$ cat config.mk
export PLATFORM = sky130hd
export DESIGN_NAME = bdp_ram
export DESIGN_NICKNAME = d
export VERILOG_FILES = /design/src/hw/rtl/bdp_ram.sv
export SDC_FILE = /design/constraint.sdc
export NUM_CORES = 2
export LEC_CHECK = 0
export BUFFER_PORTS_ARGS = -buffer_cell sky130_fd_sc_hd__buf_2
export CORE_UTILIZATION = 55
export CTS_CLUSTER_SIZE = 30
export DETAILED_ROUTE_END_ITERATION = 7
export GPL_ROUTABILITY_DRIVEN = 0
export GPL_TIMING_DRIVEN = 1
export PLACE_DENSITY_LB_ADDON = 0.2
export SYNTH_ARGS = -nofsm -noshare
export SYNTH_HDL_FRONTEND = slang
export SYNTH_SLANG_ARGS = --single-unit
$ cat constraint.sdc
create_clock -name i_clk -period 3.4 [get_ports i_clk]
set_input_delay 0.34 -clock i_clk [delete_from_list [all_inputs] [get_ports i_clk]]
set_output_delay 0.34 -clock i_clk [all_outputs]
set_load 0.02 [all_outputs]
$ cat src/hw/rtl/bdp_ram.sv
`default_nettype none

module bdp_ram #(
    parameter int WIDTH     = 2,
    parameter int ADDR_BITS = 10
) (
    input  wire logic                 i_clk,
    input  wire logic                 i_we,
    input  wire logic [ADDR_BITS-1:0] i_waddr,
    input  wire logic [WIDTH-1:0]     i_wdata,
    input  wire logic                 i_re,
    input  wire logic [ADDR_BITS-1:0] i_raddr,
    output logic      [WIDTH-1:0]     o_rdata
);

    localparam int DEPTH = 1 << ADDR_BITS;

    logic [WIDTH-1:0] r_mem [DEPTH];
    logic [WIDTH-1:0] r_rdata;

    always_ff @(posedge i_clk) begin
        if (i_we) begin
            r_mem[i_waddr] <= i_wdata;
        end
    end

    // read data holds until the next read
    always_ff @(posedge i_clk) begin
        if (i_re) begin
            r_rdata <= r_mem[i_raddr];
        end
    end

    assign o_rdata = r_rdata;

endmodule

`default_nettype wire

Word level (Yosys, flattened, before mapping)
Memories as Yosys holds them, arrays and structs flattened. A register that Yosys moved wholly into a read port is not among the register bits.
Cells that the tools add are included.
Widths: inputs -> output; s select.
{"block": "totals", "in_bits": 25, "ff_bits": 0, "memories": 1, "ramBits": 2048, "word_cells": 3}
{"block": "classes", "muxes": 2}
{"name": "r_mem", "words": 1024, "word_bits": 2, "rd": 1, "rd_ports_with_merged_regs": 1, "write_ports": 1, "line": "18", "text": "logic [WIDTH-1:0] r_mem [DEPTH];"}
{"cell": "$mux 1", "n": 2}

Longest topological paths before layout
{"block": "logic_depth", "ltp_word": 2, "mapped_depth": 15, "mapped_depth_nobuf": 8}

Worst setup path after synthesis
OpenSTA, ideal clock, no wires.
{"block": "synth_timing", "kind": "input to register", "from": "input i_raddr[0]", "to": "register r_rdata[1] (netlist: o_rdata[1]) (read register of r_mem), data pin", "required_time_ns": 3.123, "stages": 12, "n_path_buf": 5, "t_arrival_ns": 2.562, "path_slack_ns": 0.561, "cell_sequence": "buf_6 -> buf_12 -> buf_8 -> buf_6 -> buf_6 -> mux4_2 -> a221oi_1 -> o21ai_0 -> nor3_1 -> o31ai_1 -> o31ai_1 -> nand4_1"}
{"item": "from (decl)", "line": "12", "text": "input wire logic [ADDR_BITS-1:0] i_raddr,"}
{"item": "to (decl)", "line": "19", "text": "logic [WIDTH-1:0] r_rdata;"}

==> run_results.csv <==
group,metric,value,unit
sta,min_period,3.136,ns
floorplanning,fp.dieH,392.3,um
sta,period_share,92.22,%
synthesis,yosysWarnings,0,
sta,clock.fmax,0.3189,GHz
routing,ant_nets,0,
clock_tree,cts_max_path_buffers,3,
routing,drtIter0Drc,6251,
flow_run,cap_violations,0,
sta,worst_pin_slew,1.173,ns
synthesis,ys_ff_latch,2050,
critical_path,startpoint_type,"flip-flop",
layout,fin_util,63.39,%
synthesis,yosys.area.top_type,"edfxtp_1",
routing,num_vias,47240,
layout,final_nets,5028,
synthesis,yosysTopAreaCellShare,73.48,%
synthesis,yosysMostFrequentCell,"edfxtp_1",
floorplanning,fp-row-count,142,
sta,hold_viol_final,0,
layout,design_area,0.09539,mm^2
layout,drive_gt1_share,22.96,%
min_path,hold_start,"i_waddr[3]",
floorplanning,start_util,55.67,%
synthesis,ys_seq_area_share,73.48,%
layout,fillers,10420,
clock_tree,htreeDepth,4,
routing,totalWireLength,229000,um
floorplanning,core_area,0.1505,mm^2
routing,avgRoutedWirePerCell,31.87,um
critical_path,cp.arrival,3.71,ns
sta,relSlewSlack,21.17,%
floorplanning,io_pins,27,
global_route,grt-ovfl-total,0,
floorplanning,die_x,392.3,um
synthesis,synthesis.area,0.08378,mm^2
synthesis,synth_flop_cell,"edfxtp_1",
sta,fin_skew,0.01986,ns
global_route,grt_first_pass_wirelength,328400,um
clock_tree,cts_tree,"yes",
synthesis,yosys-top-cells-count,"edfxtp_1, nor2_1, mux4_2, clkbuf_1, mux2i_1",
clock_tree,cts.sinks,2050,
critical_path,r2r-start,"r_mem[695][0]",
synthesis,syn_area_per_cell,17.48,um^2
synthesis,synth_area_leaders,"edfxtp_1, mux4_2, nor2_1",
global_route,antenna_found_initial,10,
clock_tree,cts_buffers,201,
layout,area_delta_synth_final,13.86,%
sta,setup-violations-final,0,
routing,drc,0,
synthesis,synthCells,4793,
pwr,vdd_ir_drop_max,0.4563,mV
sta,fin_tns_setup,0,ns
critical_path,cp.required,3.98,ns
global_route,grt_pass1_vias,46810,
critical_path,r2r_cells,10,
synthesis,synth_edf_count,2050,
clock_tree,insertion_delay,0.84,ns
synthesis,async_flop_share,0,%
critical_path,startpoint,"r_mem[695][0]",
run_status,status,"completed",
clock_tree,cts_root_buf,"clkbuf_16",
clock_tree,cts.clk_slew.worst_paths,0.07,ns
placed_design,placed_cell_area,0.08864,mm^2
clock_tree,cts_resized,0,
routing,dr.pass1.iters,6,
sta,setup_slack,0.2644,ns
pwr,p_total,53520,uW
placed_design,numPortBuffers,26,
min_path,hold_class,"in2reg",
critical_path,worstSetupEndpointType,"flip-flop",
sta,rsz0062_at_grt,"no",
placed_design,pre_cts_slack,-0.2741,ns
global_route,grt_usage,30.18,%
pwr,p_per_area,561.0,mW/mm^2
placed_design,place_hpwl,137700,um
routing,via_per_inst,6.576,
critical_path,crit_type,"reg2reg",
synthesis,synth_nets,4818,
pwr,power.leakage,0.02962,uW
critical_path,reg2reg_slack,0.26,ns
floorplanning,die-area,0.1539,mm^2
sta,slew_viol_final,0,
global_route,grt_start_max_net_pins,203,
critical_path,endpoint,"o_rdata[0]",
synthesis,yosysUniqueCellTypes,65,
critical_path,worstPathMaxFanout,2,
critical_path,r2r-end,"o_rdata[0]",
-- final cells by class --
class / instances / area (um^2) / area share, %
Tap cell: 2016 / 2522 / 2.644
Clock buffer: 246 / 5326 / 5.584
Multi-Input combinational cell: 2341 / 20510 / 21.50
Clock inverter: 116 / 1370 / 1.436
Timing Repair Buffer: 403 / 4066 / 4.263
Inverter: 6 / 26.28 / 0.02754
Sequential cell: 2050 / 61560 / 64.53
Antenna cell: 5 / 12.51 / 0.01312
-- worst min-delay path by stage --
| stage | to | slack, ns | cells past startpoint |
|---|---|---|---|
| floorplan | r_mem[0][0] | 0.44 | 0 |
| global placement | o_rdata[0] | 0.58 | 1 |
| detailed placement | o_rdata[1] | 0.58 | 1 |
| CTS | r_mem[831][0] | 0.003 | 3 |
| global route | r_mem[822][1] | 0.05 | 2 |
| finish | r_mem[831][0] | 0.06 | 3 |
-- registers in the layout (all words and copies together) (netlist names) --
register  count
o_rdata       2
r_mem      2048
-- power breakdown --
part | total (uW) | internal, uW | switching (uW)
registers | 27800 | 27800 | 9.02
clock network | 22800 | 13400 | 9360
logic | 2920 | 1100 | 1810
total | 53500 | 42300 | 11200
-- critical path, stage by stage (launching register included) --
cell and delay (ns):
edfxtp_1 0.38, mux4_2 0.51, mux4_2 0.50, a22oi_1 0.20, nand2_1 0.16, o221ai_1 0.46, buf_4 0.23, nor4_1 0.06
buf_4 0.16, o22ai_1 0.13, nand4_1 0.09
-- what timing repair did --
action,4_1_cts,5_1_grt
setup buffers,0,0
hold buffers,4,0
endpoints found under the hold margin,73,0
-- per-layer routing --
| layer | track usage, % | up-vias | wire length (um) |
|---|---|---|---|
| met3 | 5.828 | 401 | 23760 |
| met2 | 47.91 | 2687 | 110200 |
| met4 | 9.368 | 4 | 7078 |
| met5 | 0 | - | 27 |
| li1 | - | 19350 | - |
| met1 | 42.66 | 24790 | 87930 |
-- cell usage in the layout (no fill, tap or decap), types with 39 or more instances in the layout --
| cell type | n |
|---|---|
| edfxtp_1 | 2050 |
| nor2_1 | 1052 |
| mux4_2 | 449 |
| buf_4 | 291 |
| clkbuf_16 | 207 |
| mux2i_1 | 205 |
| nand2_1 | 90 |
| buf_12 | 84 |
| o221ai_1 | 82 |
| a21oi_1 | 70 |
| o22ai_1 | 45 |
| nor3_1 | 45 |
| a22oi_1 | 45 |
| clkinv_1 | 43 |
| clkbuf_1 | 39 |
-- through the flow --
step | instances | hold slack, ns
after floorplan | 4793 | 0.4389
after CTS | 7178 | 0.002690
after global placement | 6812 | 0.5758
after detailed placement | 6812 | 0.5791
after global routing | 7178 | 0.04862
final | 7183 | 0.05547
-- cells by family after synthesis --
family                 count (synthesis)  synth area share (%)
and+or+nand+nor                     1324                 6.401
AOI/OAI and AO/OA                    353                 2.978
muxes                                664                 14.65
buffers and inverters                402                 2.488
DFF                                 2050                 73.48
Power figures use the tool's default switching activity.
