[src/hw/rtl/bdp_pkg.sv]
`default_nettype none

package bdp_pkg;

    // default sizes for the top level parameters
    localparam int DEF_HISTORY_BITS     = 10;
    localparam int DEF_LOCAL_INDEX_BITS = 10;

    // fixed field widths
    localparam int PC_W       = 32;
    localparam int MODE_W     = 3;
    localparam int CTR_W      = 2;
    localparam int IDX_OUT_W  = 10;
    localparam int HIST_OUT_W = 10;

    // local word: one-bit entry on top, two-bit counter below
    localparam int LWORD_W    = 3;
    localparam int LW_ONE_BIT = 2;

    localparam logic [CTR_W-1:0]   CTR_MIN          = 2'd0;
    localparam logic [CTR_W-1:0]   CTR_MAX          = 2'd3;
    localparam logic [CTR_W-1:0]   CTR_RESET        = 2'd1;
    localparam logic [CTR_W-1:0]   CTR_TAKEN_THRESH = 2'd2;
    localparam logic [LWORD_W-1:0] LWORD_RESET      = {1'b0, CTR_RESET};

    localparam logic OP_PREDICT = 1'b0;
    localparam logic OP_UPDATE  = 1'b1;

    typedef enum logic [MODE_W-1:0] {
        MODE_NOT_TAKEN = 3'd0,
        MODE_TAKEN     = 3'd1,
        MODE_ONE_BIT   = 3'd2,
        MODE_TWO_BIT   = 3'd3,
        MODE_GSHARE    = 3'd4
    } t_mode;

    localparam logic [MODE_W-1:0] MODE_RESET = MODE_TWO_BIT;

    typedef enum logic {
        ST_CLEAR,
        ST_RUN
    } t_state;

    typedef struct packed {
        logic            op;
        logic [PC_W-1:0] pc;
        logic            taken;
    } t_bdp_in;

    typedef struct packed {
        logic                  prediction;
        logic [CTR_W-1:0]      counter_state;
        logic                  state_valid;
        logic [IDX_OUT_W-1:0]  table_index;
        logic [HIST_OUT_W-1:0] history_out;
    } t_bdp_out;

    // write strobes raised by the update logic
    typedef struct packed {
        logic local_we;
        logic shared_we;
        logic hist_we;
    } t_upd_ctl;

endpackage

`default_nettype wire

[src/hw/rtl/bdp_update.sv]
`default_nettype none

module bdp_update
    import bdp_pkg::*;
#(
    parameter int HISTORY_BITS     = DEF_HISTORY_BITS,
    parameter int LOCAL_INDEX_BITS = DEF_LOCAL_INDEX_BITS
) (
    input  wire logic [MODE_W-1:0]           i_mode,
    input  wire t_bdp_in                     i_item,
    input  wire logic [LOCAL_INDEX_BITS-1:0] i_lidx,
    input  wire logic [HISTORY_BITS-1:0]     i_gidx,
    input  wire logic [LWORD_W-1:0]          i_lword,
    input  wire logic [CTR_W-1:0]            i_gword,
    input  wire logic [HISTORY_BITS-1:0]     i_hist,
    output t_bdp_out                         o_res,
    output t_upd_ctl                         o_ctl,
    output logic      [LWORD_W-1:0]          o_lwdata,
    output logic      [CTR_W-1:0]            o_gwdata,
    output logic      [HISTORY_BITS-1:0]     o_hist_next
);

    function automatic logic [CTR_W-1:0] f_bump(input logic [CTR_W-1:0] ctr, input logic tk);
        logic [CTR_W-1:0] res;
        res = ctr;
        if (tk) begin
            if (ctr != CTR_MAX) res = ctr + CTR_W'(1);
        end else begin
            if (ctr != CTR_MIN) res = ctr - CTR_W'(1);
        end
        return res;
    endfunction

    logic                    upd;
    logic [HISTORY_BITS:0]   hist_shift;
    logic [HISTORY_BITS-1:0] hist_after;
    logic [31:0]             idx_ext;
    logic [31:0]             hist_ext;
    logic                    pred;
    logic [CTR_W-1:0]        st;
    logic                    st_valid;

    assign upd        = (i_item.op == OP_UPDATE);
    assign hist_shift = {i_hist, i_item.taken};

    always_comb begin
        pred        = 1'b0;
        st          = CTR_MIN;
        st_valid    = 1'b0;
        idx_ext     = '0;
        o_ctl       = '0;
        o_lwdata    = i_lword;
        o_gwdata    = i_gword;
        o_hist_next = hist_shift[HISTORY_BITS-1:0];
        case (i_mode)
            MODE_TAKEN: begin
                pred = 1'b1;
            end
            MODE_ONE_BIT: begin
                st                   = {1'b0, i_lword[LW_ONE_BIT]};
                pred                 = i_lword[LW_ONE_BIT];
                st_valid             = 1'b1;
                idx_ext              = 32'(i_lidx);
                o_ctl.local_we       = upd;
                o_lwdata[LW_ONE_BIT] = i_item.taken;
            end
            MODE_TWO_BIT: begin
                st                  = i_lword[CTR_W-1:0];
                pred                = (st >= CTR_TAKEN_THRESH);
                st_valid            = 1'b1;
                idx_ext             = 32'(i_lidx);
                o_ctl.local_we      = upd;
                o_lwdata[CTR_W-1:0] = f_bump(i_lword[CTR_W-1:0], i_item.taken);
            end
            MODE_GSHARE: begin
                st              = i_gword;
                pred            = (st >= CTR_TAKEN_THRESH);
                st_valid        = 1'b1;
                idx_ext         = 32'(i_gidx);
                o_ctl.shared_we = upd;
                o_ctl.hist_we   = upd;
                o_gwdata        = f_bump(i_gword, i_item.taken);
            end
            default: begin
                pred = 1'b0;
            end
        endcase
    end

    assign hist_after = o_ctl.hist_we ? o_hist_next : i_hist;
    assign hist_ext   = 32'(hist_after);

    always_comb begin
        o_res.prediction    = pred;
        o_res.counter_state = st;
        o_res.state_valid   = st_valid;
        o_res.table_index   = idx_ext[IDX_OUT_W-1:0];
        o_res.history_out   = hist_ext[HIST_OUT_W-1:0];
    end

endmodule

`default_nettype wire

[config.mk]
export PLATFORM = sky130hd
export DESIGN_NAME = bdp_update
export DESIGN_NICKNAME = d
export VERILOG_FILES = /design/src/hw/rtl/bdp_pkg.sv /design/src/hw/rtl/bdp_update.sv
export SDC_FILE = /design/constraint.sdc
export NUM_CORES = 1
export LEC_CHECK = 0
export ABC_AREA = 1
export CORE_MARGIN = 2
export CORE_UTILIZATION = 25
export DETAILED_ROUTE_END_ITERATION = 10
export DONT_BUFFER_PORTS = 1
export SYNTH_ARGS = -nofsm -noshare
export SYNTH_HDL_FRONTEND = slang
export SYNTH_SLANG_ARGS = --single-unit
[constraint.sdc]
create_clock -name vclk -period 1.7
set_input_delay 0 -clock vclk [all_inputs]
set_output_delay 0 -clock vclk [all_outputs]
set_load 0.02 [all_outputs]
== Word-level counts from Yosys, hierarchy flattened ==
Index checks and enable logic that the tools add are counted.
Storage, ports and cells
  bits in registers: 0
  logic and storage cells: 32
  output and inout port bits: 42
  bits of input ports: 72
Cells by class
  equal/unequal tests: 6
  multiplexer cells: 16
  add/sub/neg operators: 4
  reduce and logical (&&, ||, !) cells: 4
  magnitude comparators: 2
Operators by type and width (number)
  one-hot mux 10 bit (2 select lines): 1
  two-way mux 2 bit: 9
  two-way mux 10 bit: 1
  == test 3 x 2 -> 1 bit (second input constant): 2
  one-hot mux 2 bit (3 select lines): 1
  adder 2 x 1 -> 2 bit (second input constant): 2
  >= comparator 2 bit (second input constant): 2
  inequality test 2 bit (second input constant): 2
  one-hot mux 1 bit (4 select lines): 1
  nonzero test 2 bit: 2
  subtractor 2 x 1 -> 2 bit (second input constant): 2
  == test 3 x 1 -> 1 bit (second input constant): 1
  == test 3 bit (second input constant): 1
  two-way mux 1 bit: 3
  OR reduction 3 bit: 1
  OR reduction 2 bit: 1

== Depth between registers and ports, before layout ==
  depth in word-level cells: 4
  gate-level depth with buffers: 7
  depth with buffers taken out: 5

== Worst setup path after synthesis ==
Ideal clock, no wire load.
  path type: input port to output port
  start: input port i_mode[1]
  end: output port o_res[1] (netlist bit)
  setup slack: 986 ps
  cell stages on the path: 6
  data arrival time: 714 ps
  path buffers: 1
  data required time: 1700 ps
  cells stage by stage: buf_6 -> nor2_4 -> nand3_2 -> inv_2 -> nand2_1 -> nand2_1
RTL lines
  start, declared: line bdp_update.sv:9  | input wire logic [MODE_W-1:0] i_mode,
  end, declared: line bdp_update.sv:16  | output t_bdp_out o_res,

==> summary.txt <==
Timing
  – Setup TNS: 0 ns
  – Rel. slew slack: 0.5775
  – Worst-margin pin slew: between 0.6 and 0.7 ns
  – Period utilisation layout: 0.5772
  – Fmax: between 1 and 1.5 GHz
  – Max Slew Vio Count: 0
  – Setup-failing EPs final: 0
  – Min Tclk post-route: 0.9813 ns
  – RSZ-0062 raised after global routing: no
  – Final hold vios: 0

Synthesis
  – Synthesized Nets: between 150 and 200
  – Fraction of the yosys area taken by sequential cells: 0
  – Mean Syn Cell Area: 4.775 um^2
  – Mapped Cells: 125
  – Yosys warnings: 0
  – Library cells used by synthesis: 19
  – Mapped cell area: 596.8 um^2

Floorplanning
  – Initial core utilization: 0.2672
  – Core area: approximately 2200 um^2
  – Chip height: approximately 53 um
  – I/O pin total: approximately 110
  – Rows: 17
  – Die Footprint: ~2800 um^2
  – Die Width: 52.86 um

Worst hold path
  – Worst hold path type: input pin to output port

Final layout
  – Clock buf count: 0
  – Ant. Diodes: 0
  – Sequential cells: 0
  – Cell Count, Final, Fillers Out: between 100 and 150
  – Nets: approximately 180
  – Fill cell count: 279
  – Register area: 0 um^2
  – Area growth syn-to-layout: -16.56%
  – Layout cell share with drive strength beyond 1: 0.07477

Outcome
  – Status: complete, no violations

Power
  – Power per Cell Area: 291.0 nW/um^2
  – Sequential Power Share: 0
  – Cell-internal power: ~0.030 mW
  – Clock share of power: 0
  – Sw Ratio: 0.7958
  – Psw: 0.1153 mW
  – Leakage power: 0.3016 nW
  – Comb pwr share: 1.000
  – Max VDD drop: 0.00006777 V

Setup path
  – Worst EP arrival: between 0.9 and 1 ns
  – CP endpoint kind: output port
  – Worst EP required: around 1.7 ns
  – WS Path Type: input pin to output port
  – Max FO, Critical Path: 12
  – Startpoint Class: input pin

Placed design
  – PortBufs: 0
  – DP HPWL: 1.495 mm
  – Placed cells: around 140
  – Routability Congestion: a little over 0.7

Detailed routing
  – DRC: 0
  – Drt pass-1 iters: 4
  – Via count: between 600 and 700
  – Routed length per placed instance: 13.04 um
  – Remaining antenna violation count: 0
  – 1st-iter DRT viols: 23
  – Avg Vias per Cell: 4.919
  – DRT Wirelength: between 1.5 and 2 mm

Global route
  – Largest net degree at the start of global routing: 19
  – Grt total ovfl: 0
  – First-pass GRT wire length: roughly 2.4 mm
  – Number of global-route vias before repair: 493
  – Initial antenna violation count: 0
  – Total track usage: 0.1103

Clocking
  – Resized cells post-CTS: 0
  – Post-CTS Hold Fix Bufs: 0
  – Post-CTS setup buffer count: 0

Job
  – Number of max-cap violations: 0
[per-layer routing]
| metal | routed length (um) | global-route usage | share of wire | vias to the layer above |
|---|---|---|---|---|
| met5 | 0 | 0 | 0 | - |
| met4 | 0 | 0 | 0 | 0 |
| met3 | 271 | 0.05367 | 0.15 | 0 |
| met2 | 761 | 0.1438 | 0.43 | 43 |
| met1 | 726 | 0.1684 | 0.41 | 277 |
| li1 | - | - | - | 344 |
[critical path: stages]
cell	delay, ns
nor2_4	0.12
nand3_2	0.22
inv_2	0.34
nand2_1	0.08
nand2_1	0.20
[cells in the final DEF, fill, tap and decap left out]
cell type / instances
inv_2: 3
o21ai_2: 1
nand3_2: 1
nand3_1: 16
inv_1: 6
nor3_1: 1
a21oi_1: 1
nand2_1: 64
o21ai_0: 3
nand3b_1: 1
nand4_1: 3
nor2_4: 1
or2_2: 1
nand2_2: 1
nor2_1: 4
[cells in the mapped netlist, drive strengths merged]
cell | number | share of area
a21oi | 1 | 0.0084
buf | 17 | 0.22
clkbuf | 1 | 0.0063
inv | 9 | 0.057
nand2 | 65 | 0.41
nand3 | 17 | 0.15
nand3b | 1 | 0.013
nand4 | 3 | 0.031
nor2 | 5 | 0.044
nor3 | 1 | 0.0084
o21ai | 4 | 0.040
or2 | 1 | 0.010
[final timing paths]
check | cells after the start | from | end
setup / recovery | 5 | i_mode[0] | o_res[4]
hold / removal | 0 | i_item[0] | o_hist_next[0]
[area by class of cell]
type	instances	area, um^2	share of cell area
tap	28	35.03	0.07035
multi-input combinational	98	429.2	0.8618
inverter	9	33.78	0.06784
[power by group through the flow]
stage               clock network, mW  logic (mW)  registers (mW)
floorplan                           0       0.182               0
CTS                                 0       0.147               0
finish                              0       0.145               0
detailed placement                  0       0.147               0
global placement                    0       0.146               0
global route                        0       0.161               0
[through the flow]
step	instance area (um^2)	hold slack (ns)	total power, mW	util	worst slack [ns]
2_1_floorplan	596.8	0.1126	0.1822	-	0.9857
3_5_place_dp	498.0	0.0001566	0.1466	0.2230	0.7144
5_1_grt	498.0	0.0001293	0.1609	0.2230	0.5996
4_1_cts	498.0	0.0001540	0.1468	0.2230	0.7156
6_report	498.0	0.000009341	0.1449	0.2230	0.7187
3_3_place_gp	498.0	0.0001578	0.1457	0.2230	0.7256
[logic make-up (layout without fill, tap and decap cells)]
kind of cell           after synthesis  count (layout)  synth area share
buffers and inverters               27               9            0.2809
AND/OR/NAND/NOR                     93              93            0.6709
AO/OA/AOI/OAI                        5               5           0.04821
(Power assumes the default switching activity.)
